### src/rtl/rycq_pkg.sv
// shared types and constants of the rgb to ycbcr 4:2:0 quad converter
// no dependencies; used by the lane, merge and top level modules
`default_nettype none

package rycq_pkg;

    // lane and pipeline geometry
    localparam int NUM_LANES  = 4;
    localparam int NUM_STAGES = 6;

    // field and datapath widths
    localparam int PIX_W       = 8;
    localparam int FRAME_H_W   = 12;
    localparam int COEF_W      = 16;
    localparam int Y_W         = 24;
    localparam int DIFF_W      = 25;
    localparam int LUMA_PROD_W = 40;
    localparam int LUMA_SUM_W  = 41;
    localparam int TERM_W      = 41;
    localparam int SUM_W       = 43;
    localparam int SPLIT_W     = 22;
    localparam int LO_PROD_W   = 36;
    localparam int HI_PROD_W   = 35;
    localparam int TOTAL_W     = 58;
    localparam int CSCALE_W    = 14;

    // matrix choice and register reset
    localparam logic [FRAME_H_W-1:0] SD_LINE_LIMIT      = 12'd576;
    localparam logic [FRAME_H_W-1:0] FRAME_HEIGHT_RESET = 12'd1080;

    typedef struct packed {
        logic [COEF_W-1:0] kr;
        logic [COEF_W-1:0] kg;
        logic [COEF_W-1:0] kb;
        logic [COEF_W-1:0] cb_scale;
        logic [COEF_W-1:0] cr_scale;
    } t_coef_set;

    // coefficients in q16
    localparam t_coef_set SD_MATRIX = '{kr: 16'd19595, kg: 16'd38470, kb: 16'd7471,
                                        cb_scale: 16'd36984, cr_scale: 16'd46745};
    localparam t_coef_set HD_MATRIX = '{kr: 16'd13933, kg: 16'd46871, kb: 16'd4732,
                                        cb_scale: 16'd35318, cr_scale: 16'd41615};

    localparam logic [COEF_W-1:0]   LUMA_SCALE   = 16'd56284;
    localparam logic [CSCALE_W-1:0] CHROMA_SCALE = 14'd14392;

    // 16.5 in q32 and 128.5 in q48
    localparam logic [LUMA_SUM_W-1:0] LUMA_OFFSET   = LUMA_SUM_W'(33) << 31;
    localparam logic [TOTAL_W-1:0]    CHROMA_OFFSET = TOTAL_W'(257) << 47;

    typedef struct packed {
        logic [PIX_W-1:0] red;
        logic [PIX_W-1:0] green;
        logic [PIX_W-1:0] blue;
    } t_pixel;

    // stage load enables for the lanes plus the matrix choice
    typedef struct packed {
        logic load_s1;
        logic load_s2;
        logic load_s3;
        logic hd_mode;
    } t_lane_ctrl;

    // stage load enables for the merge stages
    typedef struct packed {
        logic load_s4;
        logic load_s5;
        logic load_s6;
    } t_merge_ctrl;

endpackage

`default_nettype wire

### src/rtl/rycq_lane.sv
// one per-pixel lane: matrix, luma scaling and weighted chroma differences
// depends on rycq_pkg
`default_nettype none

module rycq_lane (
    input  logic                             i_clk,
    input  rycq_pkg::t_lane_ctrl             i_ctrl,
    input  rycq_pkg::t_pixel                 i_pixel,
    output logic [rycq_pkg::PIX_W-1:0]       o_luma,
    output logic signed [rycq_pkg::TERM_W-1:0] o_cb_term,
    output logic signed [rycq_pkg::TERM_W-1:0] o_cr_term
);

    rycq_pkg::t_coef_set coef;

    logic [rycq_pkg::Y_W-1:0]   n_y;
    logic [rycq_pkg::Y_W-1:0]   r_y;
    logic [rycq_pkg::PIX_W-1:0] r_red;
    logic [rycq_pkg::PIX_W-1:0] r_blue;

    logic [rycq_pkg::LUMA_PROD_W-1:0]   n_luma_prod;
    logic [rycq_pkg::LUMA_PROD_W-1:0]   r_luma_prod;
    logic signed [rycq_pkg::DIFF_W-1:0] n_cb_diff;
    logic signed [rycq_pkg::DIFF_W-1:0] n_cr_diff;
    logic signed [rycq_pkg::DIFF_W-1:0] r_cb_diff;
    logic signed [rycq_pkg::DIFF_W-1:0] r_cr_diff;

    logic [rycq_pkg::LUMA_SUM_W-1:0]    luma_sum;
    logic [rycq_pkg::PIX_W-1:0]         n_luma;
    logic signed [rycq_pkg::TERM_W-1:0] cb_scale_s;
    logic signed [rycq_pkg::TERM_W-1:0] cr_scale_s;
    logic signed [rycq_pkg::TERM_W-1:0] n_cb_term;
    logic signed [rycq_pkg::TERM_W-1:0] n_cr_term;
    logic [rycq_pkg::PIX_W-1:0]         r_luma;
    logic signed [rycq_pkg::TERM_W-1:0] r_cb_term;
    logic signed [rycq_pkg::TERM_W-1:0] r_cr_term;

    assign coef = i_ctrl.hd_mode ? rycq_pkg::HD_MATRIX : rycq_pkg::SD_MATRIX;

    // stage 1: luma in q16
    assign n_y = rycq_pkg::Y_W'(i_pixel.red)   * rycq_pkg::Y_W'(coef.kr)
               + rycq_pkg::Y_W'(i_pixel.green) * rycq_pkg::Y_W'(coef.kg)
               + rycq_pkg::Y_W'(i_pixel.blue)  * rycq_pkg::Y_W'(coef.kb);

    always_ff @(posedge i_clk) begin
        if (i_ctrl.load_s1) begin
            r_y    <= n_y;
            r_red  <= i_pixel.red;
            r_blue <= i_pixel.blue;
        end
    end

    // stage 2: luma scale product and color differences
    assign n_luma_prod = rycq_pkg::LUMA_PROD_W'(r_y)
                       * rycq_pkg::LUMA_PROD_W'(rycq_pkg::LUMA_SCALE);
    assign n_cb_diff   = $signed({1'b0, r_blue, 16'd0}) - $signed({1'b0, r_y});
    assign n_cr_diff   = $signed({1'b0, r_red, 16'd0}) - $signed({1'b0, r_y});

    always_ff @(posedge i_clk) begin
        if (i_ctrl.load_s2) begin
            r_luma_prod <= n_luma_prod;
            r_cb_diff   <= n_cb_diff;
            r_cr_diff   <= n_cr_diff;
        end
    end

    // stage 3: luma offset, truncation and clamp; weighted differences
    assign luma_sum = rycq_pkg::LUMA_SUM_W'(r_luma_prod) + rycq_pkg::LUMA_OFFSET;
    assign n_luma   = luma_sum[rycq_pkg::LUMA_SUM_W-1] ? '1 : luma_sum[39:32];

    assign cb_scale_s = rycq_pkg::TERM_W'(coef.cb_scale);
    assign cr_scale_s = rycq_pkg::TERM_W'(coef.cr_scale);
    assign n_cb_term  = rycq_pkg::TERM_W'(r_cb_diff) * cb_scale_s;
    assign n_cr_term  = rycq_pkg::TERM_W'(r_cr_diff) * cr_scale_s;

    always_ff @(posedge i_clk) begin
        if (i_ctrl.load_s3) begin
            r_luma    <= n_luma;
            r_cb_term <= n_cb_term;
            r_cr_term <= n_cr_term;
        end
    end

    assign o_luma    = r_luma;
    assign o_cb_term = r_cb_term;
    assign o_cr_term = r_cr_term;

endmodule

`default_nettype wire

### config.mk
export PLATFORM = sky130hd
export DESIGN_NAME = rycq_lane
export DESIGN_NICKNAME = d
export VERILOG_FILES = /design/src/rtl/rycq_pkg.sv /design/src/rtl/rycq_lane.sv
export SDC_FILE = /design/constraint.sdc
export NUM_CORES = 2
export LEC_CHECK = 0
export ABC_AREA = 1
export BUFFER_PORTS_ARGS = -buffer_cell sky130_fd_sc_hd__buf_2
export CAP_MARGIN = 20
export CORE_MARGIN = 2
export CORE_UTILIZATION = 50
export DETAILED_ROUTE_END_ITERATION = 8
export PLACE_DENSITY_LB_ADDON = 0.15
export SYNTH_ARGS = -nofsm -noshare
export SYNTH_HDL_FRONTEND = slang
export SYNTH_SLANG_ARGS = --single-unit
export TNS_END_PERCENT = 1
### constraint.sdc
create_clock -name i_clk -period 7.6 [get_ports i_clk]
set_input_delay 0.38 -clock i_clk [delete_from_list [all_inputs] [get_ports i_clk]]
set_output_delay 0.38 -clock i_clk [all_outputs]
set_load 0.03 [all_outputs]
; After elaboration in Yosys (flattened, before gate mapping)
; Index checks and enable logic that the tools add are counted.
[classes]
add_sub_neg = 5
n_mul = 6
mux = 1
[ops]
columns = cell, n
row1 = multiplier 25 x 17 -> 41 bit, 2
row2 = 2-to-1 mux 79 bit, 1
row3 = subtractor 24 x 24 -> 25 bit, 2
row4 = multiplier 8 x 16 -> 24 bit, 2
row5 = adder 40 x 37 -> 41 bit (second input constant), 1
row6 = multiplier 24 x 14 -> 38 bit (second input constant), 1
row7 = adder 23 x 24 -> 24 bit, 1
row8 = adder 24 bit, 1
row9 = multiplier 8 x 15 -> 23 bit, 1
[word_totals]
regBits = 218
in_bits = 29
output_inout_bits = 90
elab_cells = 21

; Longest topological paths before layout
[depth]
ltp_word = 4
mapped_depth = 30
ltp_nobuf = 27

; Worst setup path after synthesis
; OpenSTA, ideal clock, no wires.
[synth_path]
path_type = input to register
from = in i_ctrl[0] (netlist bit)
to = reg r_y[18] (netlist bit), data pin
setup_ns = 0.259
arrival_time_ns = 5.874
required_ns = 7.341
path_slack_ns = 1.468
cell_stages = 23
n_path_buf = 3
cell_sequence = buf_2 buf_2 buf_1 nor2_1 fa_1 fa_1 inv_1 fa_1 inv_1 fa_1 inv_1 fa_1 inv_1 fa_1 inv_1 fa_1 inv_1 ha_1 a21oi_1 o211ai_1 nand3_1 nand2_1 xor2_1
[synth_via]
elab_chain_cells = 4
elab_cells_between_ends = 6
cone_classes = 2 x add/sub / 3 x mul / 1 x mux
[synth_lines]
columns = item, line
row1 = start: declaration, rycq_lane.sv:7  ; input rycq_pkg::t_lane_ctrl i_ctrl,
row2 = 2-to-1 mux 79 bit (*), rycq_lane.sv:38  ; assign coef = i_ctrl.hd_mode ? rycq_pkg::HD_MATRIX : rycq_pkg::SD_MATRIX;
row3 = multiplier 8 x 16 -> 24 bit or multiplier 8 x 15 -> 23 bit (tied branches), "rycq_lane.sv:42, rycq_lane.sv:41"
row4 = adder 23 x 24 -> 24 bit, rycq_lane.sv:42  ; + rycq_pkg::Y_W'(i_pixel.green) * rycq_pkg::Y_W'(coef.kg)
row5 = adder 24 bit (*), rycq_lane.sv:43  ; + rycq_pkg::Y_W'(i_pixel.blue) * rycq_pkg::Y_W'(coef.kb);
row6 = named net n_y (one bit), rycq_lane.sv:16  ; logic [rycq_pkg::Y_W-1:0] n_y;
row7 = end signal: assignment, rycq_lane.sv:47  ; r_y <= n_y;
row8 = end: declaration, rycq_lane.sv:17  ; logic [rycq_pkg::Y_W-1:0] r_y;
; Mark *: on every way through the listed nets, which the timed path passes. The rest lies on a longest branch.
; A chain may end at the register's enable or synchronous reset.

; Worst setup path in the final report
[layout_path]
from = in i_ctrl[0] (netlist bit)
to = reg r_y[15] (netlist bit), data pin
; Same word-level chain as after synthesis.

==> impl_summary.txt <==
----------------------------------------------------
[Critical path]
  Worst Path Max Fanout ... 44
  Crit-path most repeated cell ... sky130_fd_sc_hd__fa_1
  Crit. End Element ... flip-flop
  Peak per-stage delay on the critical path ... around 0.65 ns
  Kind of launch point of the worst setup path ... input port
  Worst endpoint data arrival time ... 6.44 ns
  Sequence of cells on the critical path ... buf_4 > nor2_1 > fa_1 > inv_1 > fa_1 > inv_1 > fa_1 > inv_1 > fa_1 > inv_1 > fa_1 > fa_1 > fa_1 > ha_1 > a21oi_1 > o21ai_0 > a21o_1 > nand2_1 > nand2_1 > xor2_1
  Classification of the worst setup path ... in -> reg
  CP max-delay cell ... sky130_fd_sc_hd__fa_1
  Data required time of the critical path ... between 7 and 8 ns

[Clock tree]
  Number of buffers inserted by post-CTS setup repair ... 0
  Clock tree from TritonCTS ... done
  Number of buffers between clock root and the deepest sink ... 2
  Post-CTS Hold Fix Bufs ... 0
  TritonCTS sink count ... approximately 170
  Number of buffers added by the clock tree synthesis step ... 17
  Clock network latency to the later pin of the worst-skew pair ... 0.53 ns
  Clock edge transition at the registers on the reported setup and hold paths ... 0.08 ns
  Clock root buffer ... sky130_fd_sc_hd__clkbuf_16
  H-tree depth ... 4
  Total of cells resized after clock tree synthesis ... 0

[STA]
  Skew final ... 0.02171 ns
  Setup tns final ... 0 ns
  Max-slew headroom ... 0.3165
  Final Critical Period ... 6.159 ns
  Count of pins over their slew limit ... 0
  Final worst path period share ... 0.8104
  Least-Margin Pin Slew ... 1.025 ns
  Setup repair after global routing missed its margin ... no
  Final hold violation count ... 0
  Count of final setup violators ... 0
  Achievable frequency ... 162.4 MHz

[Drt]
  Met2 Wirelength ... ~57000 µm
  Number of search-and-repair iterations in the first detailed-routing pass ... 5
  Post-detailed-route wirelength per cell ... 16.86 µm
  Detailed route wirelength on metal3 ... 4386 µm
  Detailed-route DRC error count ... 0
  Wire length the detailed router placed on met1 ... 46830 µm
  Iteration-0 DRC Markers ... 1675
  DR vias/cell ... 4.824
  Post-route ant nets ... 0
  Final WL ... 110500 µm
  Top routing layer used ... met4
  Via count ... 31.62k

[Floorplan]
  Placeable core region ... 90150 µm²
  Initial core utilization ... 0.5046
  Total number of placement rows ... 110
  Top-Level Pins ... between 100 and 150
  Horizontal extent of the die ... slightly above 300 µm
  Die Y ... about 310 µm
  Die area ... a little over 90000 µm²

[Finish]
  Non-filler cells in the finished layout ... 6555
  Post-route cell area ... 48400 µm²
  N_diodes ... 0
  Commonest non-fill, non-tap cell in the layout ... sky130_fd_sc_hd__inv_1
  Commonest cells after routing, fill and taps aside ... sky130_fd_sc_hd__inv_1 (1731), sky130_fd_sc_hd__fa_1 (899), sky130_fd_sc_hd__nand2_1 (874)
  Share of layout cells above drive strength 1 ... 0.03737
  Net count, final ... 6922
  Layout Area Growth over Synthesis ... 6.396%

[Synthesis]
  Ys async rst share ... 0
  Synth Area per Inst ... between 8 and 9 µm²
  Library cell occupying the most area in the post-synthesis netlist ... sky130_fd_sc_hd__fa_1
  Share of the synthesized area in the top cell type ... 0.3957
  Primary flip-flop cell chosen by synthesis mapping ... sky130_fd_sc_hd__edfxtp_1
  Cell area after synthesis ... 45490 µm²
  Dominant cells by area after synthesis ... sky130_fd_sc_hd__fa_1 (40%), sky130_fd_sc_hd__ha_1 (17%), sky130_fd_sc_hd__inv_1 (14%)
  Number of synthesized register bits ... 172
  Seq/Total Area, Yosys ... 0.1136
  Number of enable-type register cells in the synthesized netlist ... 172
  Number of distinct library cell variants in the gate-level netlist after synthesis ... 44
  Total number of yosys warnings ... 0
  Number of instances in the synthesized netlist ... 5182

[Worst hold path]
  Class of the worst hold path ... in -> reg

[GRT]
  Number of global-route vias before repair ... 34.17k
  Largest net degree at the start of global routing ... 74
  Tot GR Track Use ... 0.2516
  Overflow after GRT ... 0
  First-pass GRT wire length ... 180900 µm
  Initial antenna violation count ... 1

[Placed design]
  Placement Cell Area ... 47820 µm²
  Detailed placer's ending HPWL ... 99460 µm
  Cells after DPL ... 6523
  Global placer's final weighted congestion ... 0.9367
  IO Port Bufs ... approximately 120

[Status]
  Outcome ... finished clean

[Job]
  # Max-Cap Violations ... 0

----------------------------------------------------
==> registers in the layout, summed over array words and instances (netlist names) <==
register and count:
r_blue 8, o_cr_term 41, r_luma_prod 9, r_red 8
o_cb_term 40, r_cb_diff 25, r_cr_diff 9, o_luma 8
r_y 24
==> Yosys cell counts (all sizes together) (2+ instances only) <==
| cell | number |
|---|---|
| nor2 | 276 |
| ha | 628 |
| nor4 | 2 |
| a21boi | 2 |
| a31o | 2 |
| nand3 | 140 |
| or2 | 4 |
| o21bai | 31 |
| o21ai | 67 |
| nor3 | 33 |
| o21a | 2 |
| inv | 1736 |
| clkbuf | 12 |
| buf | 11 |
| a21oi | 124 |
| nand4 | 32 |
| nand2 | 876 |
| a21o | 7 |
| xor2 | 87 |
| nor3b | 2 |
| nand3b | 9 |
| edfxtp | 172 |
| xnor2 | 15 |
| o211ai | 4 |
| conb | 2 |
| fa | 899 |
| o31ai | 2 |
==> per-stage QoR <==
stage | utilization | worst slack [ns] | hold WS, ns
finish | 0.5368 | 1.441 | 0.1786
global route | 0.5368 | 1.009 | 0.1712
CTS | 0.5368 | 1.409 | 0.1385
detailed placement | 0.5304 | 0.9201 | 0.5940
global placement | 0.5304 | 0.9898 | 0.5986
floorplan | - | 1.468 | 0.4789
==> layer usage <==
layer / GRT usage / up-vias
li1: - / 15480
met3: 0.03418 / 130
met4: 0.06610 / 0
met2: 0.4511 / 580
met5: 0 / -
met1: 0.3188 / 15440
==> worst max-delay path, delay by kind of cell <==
family	cells	cell delay, ns
adders and majority gates	8	4.08
buffers and inverters	5	0.63
xor gates and xnor gates	1	0.13
and+or+nand+nor	3	0.41
AOI/OAI and AO/OA	3	0.73
==> layout make-up <==
cell class,count,area [µm²]
repair buffers,141,783.3
multi-input cells,3298,33880
well taps,1176,1471
flip-flops and latches,172,5165
clock buffers,17,425.4
inverters,1736,6516
clock inverters,15,151.4
fillers,8674,41750
==> cells by family after synthesis <==
group                    after synthesis  synth area share
buffers and inverters               1760            0.1456
adder cells (fa/ha/maj)             1527            0.5684
AND/OR/NAND/NOR                     1376            0.1228
AO/OA/AOI/OAI                        243           0.02987
flip-flops                           172            0.1136
XOR/XNOR                             102           0.01964
other                                  2         0.0001651
==> path summary, 6_finish.rpt <==
check,start,endpoint,slack (ns),depth (start not counted)
max reg2reg,r_cb_diff[15],o_cb_term[30],1.47,24
max,i_ctrl[0],r_y[15],1.44,20
min reg2reg,r_luma_prod[39],o_luma[7],0.61,2
min,i_pixel[4],r_blue[4],0.18,1
Power is not shown: default switching activity piles up to over one toggle a cycle in this logic, so the estimate is an artifact.
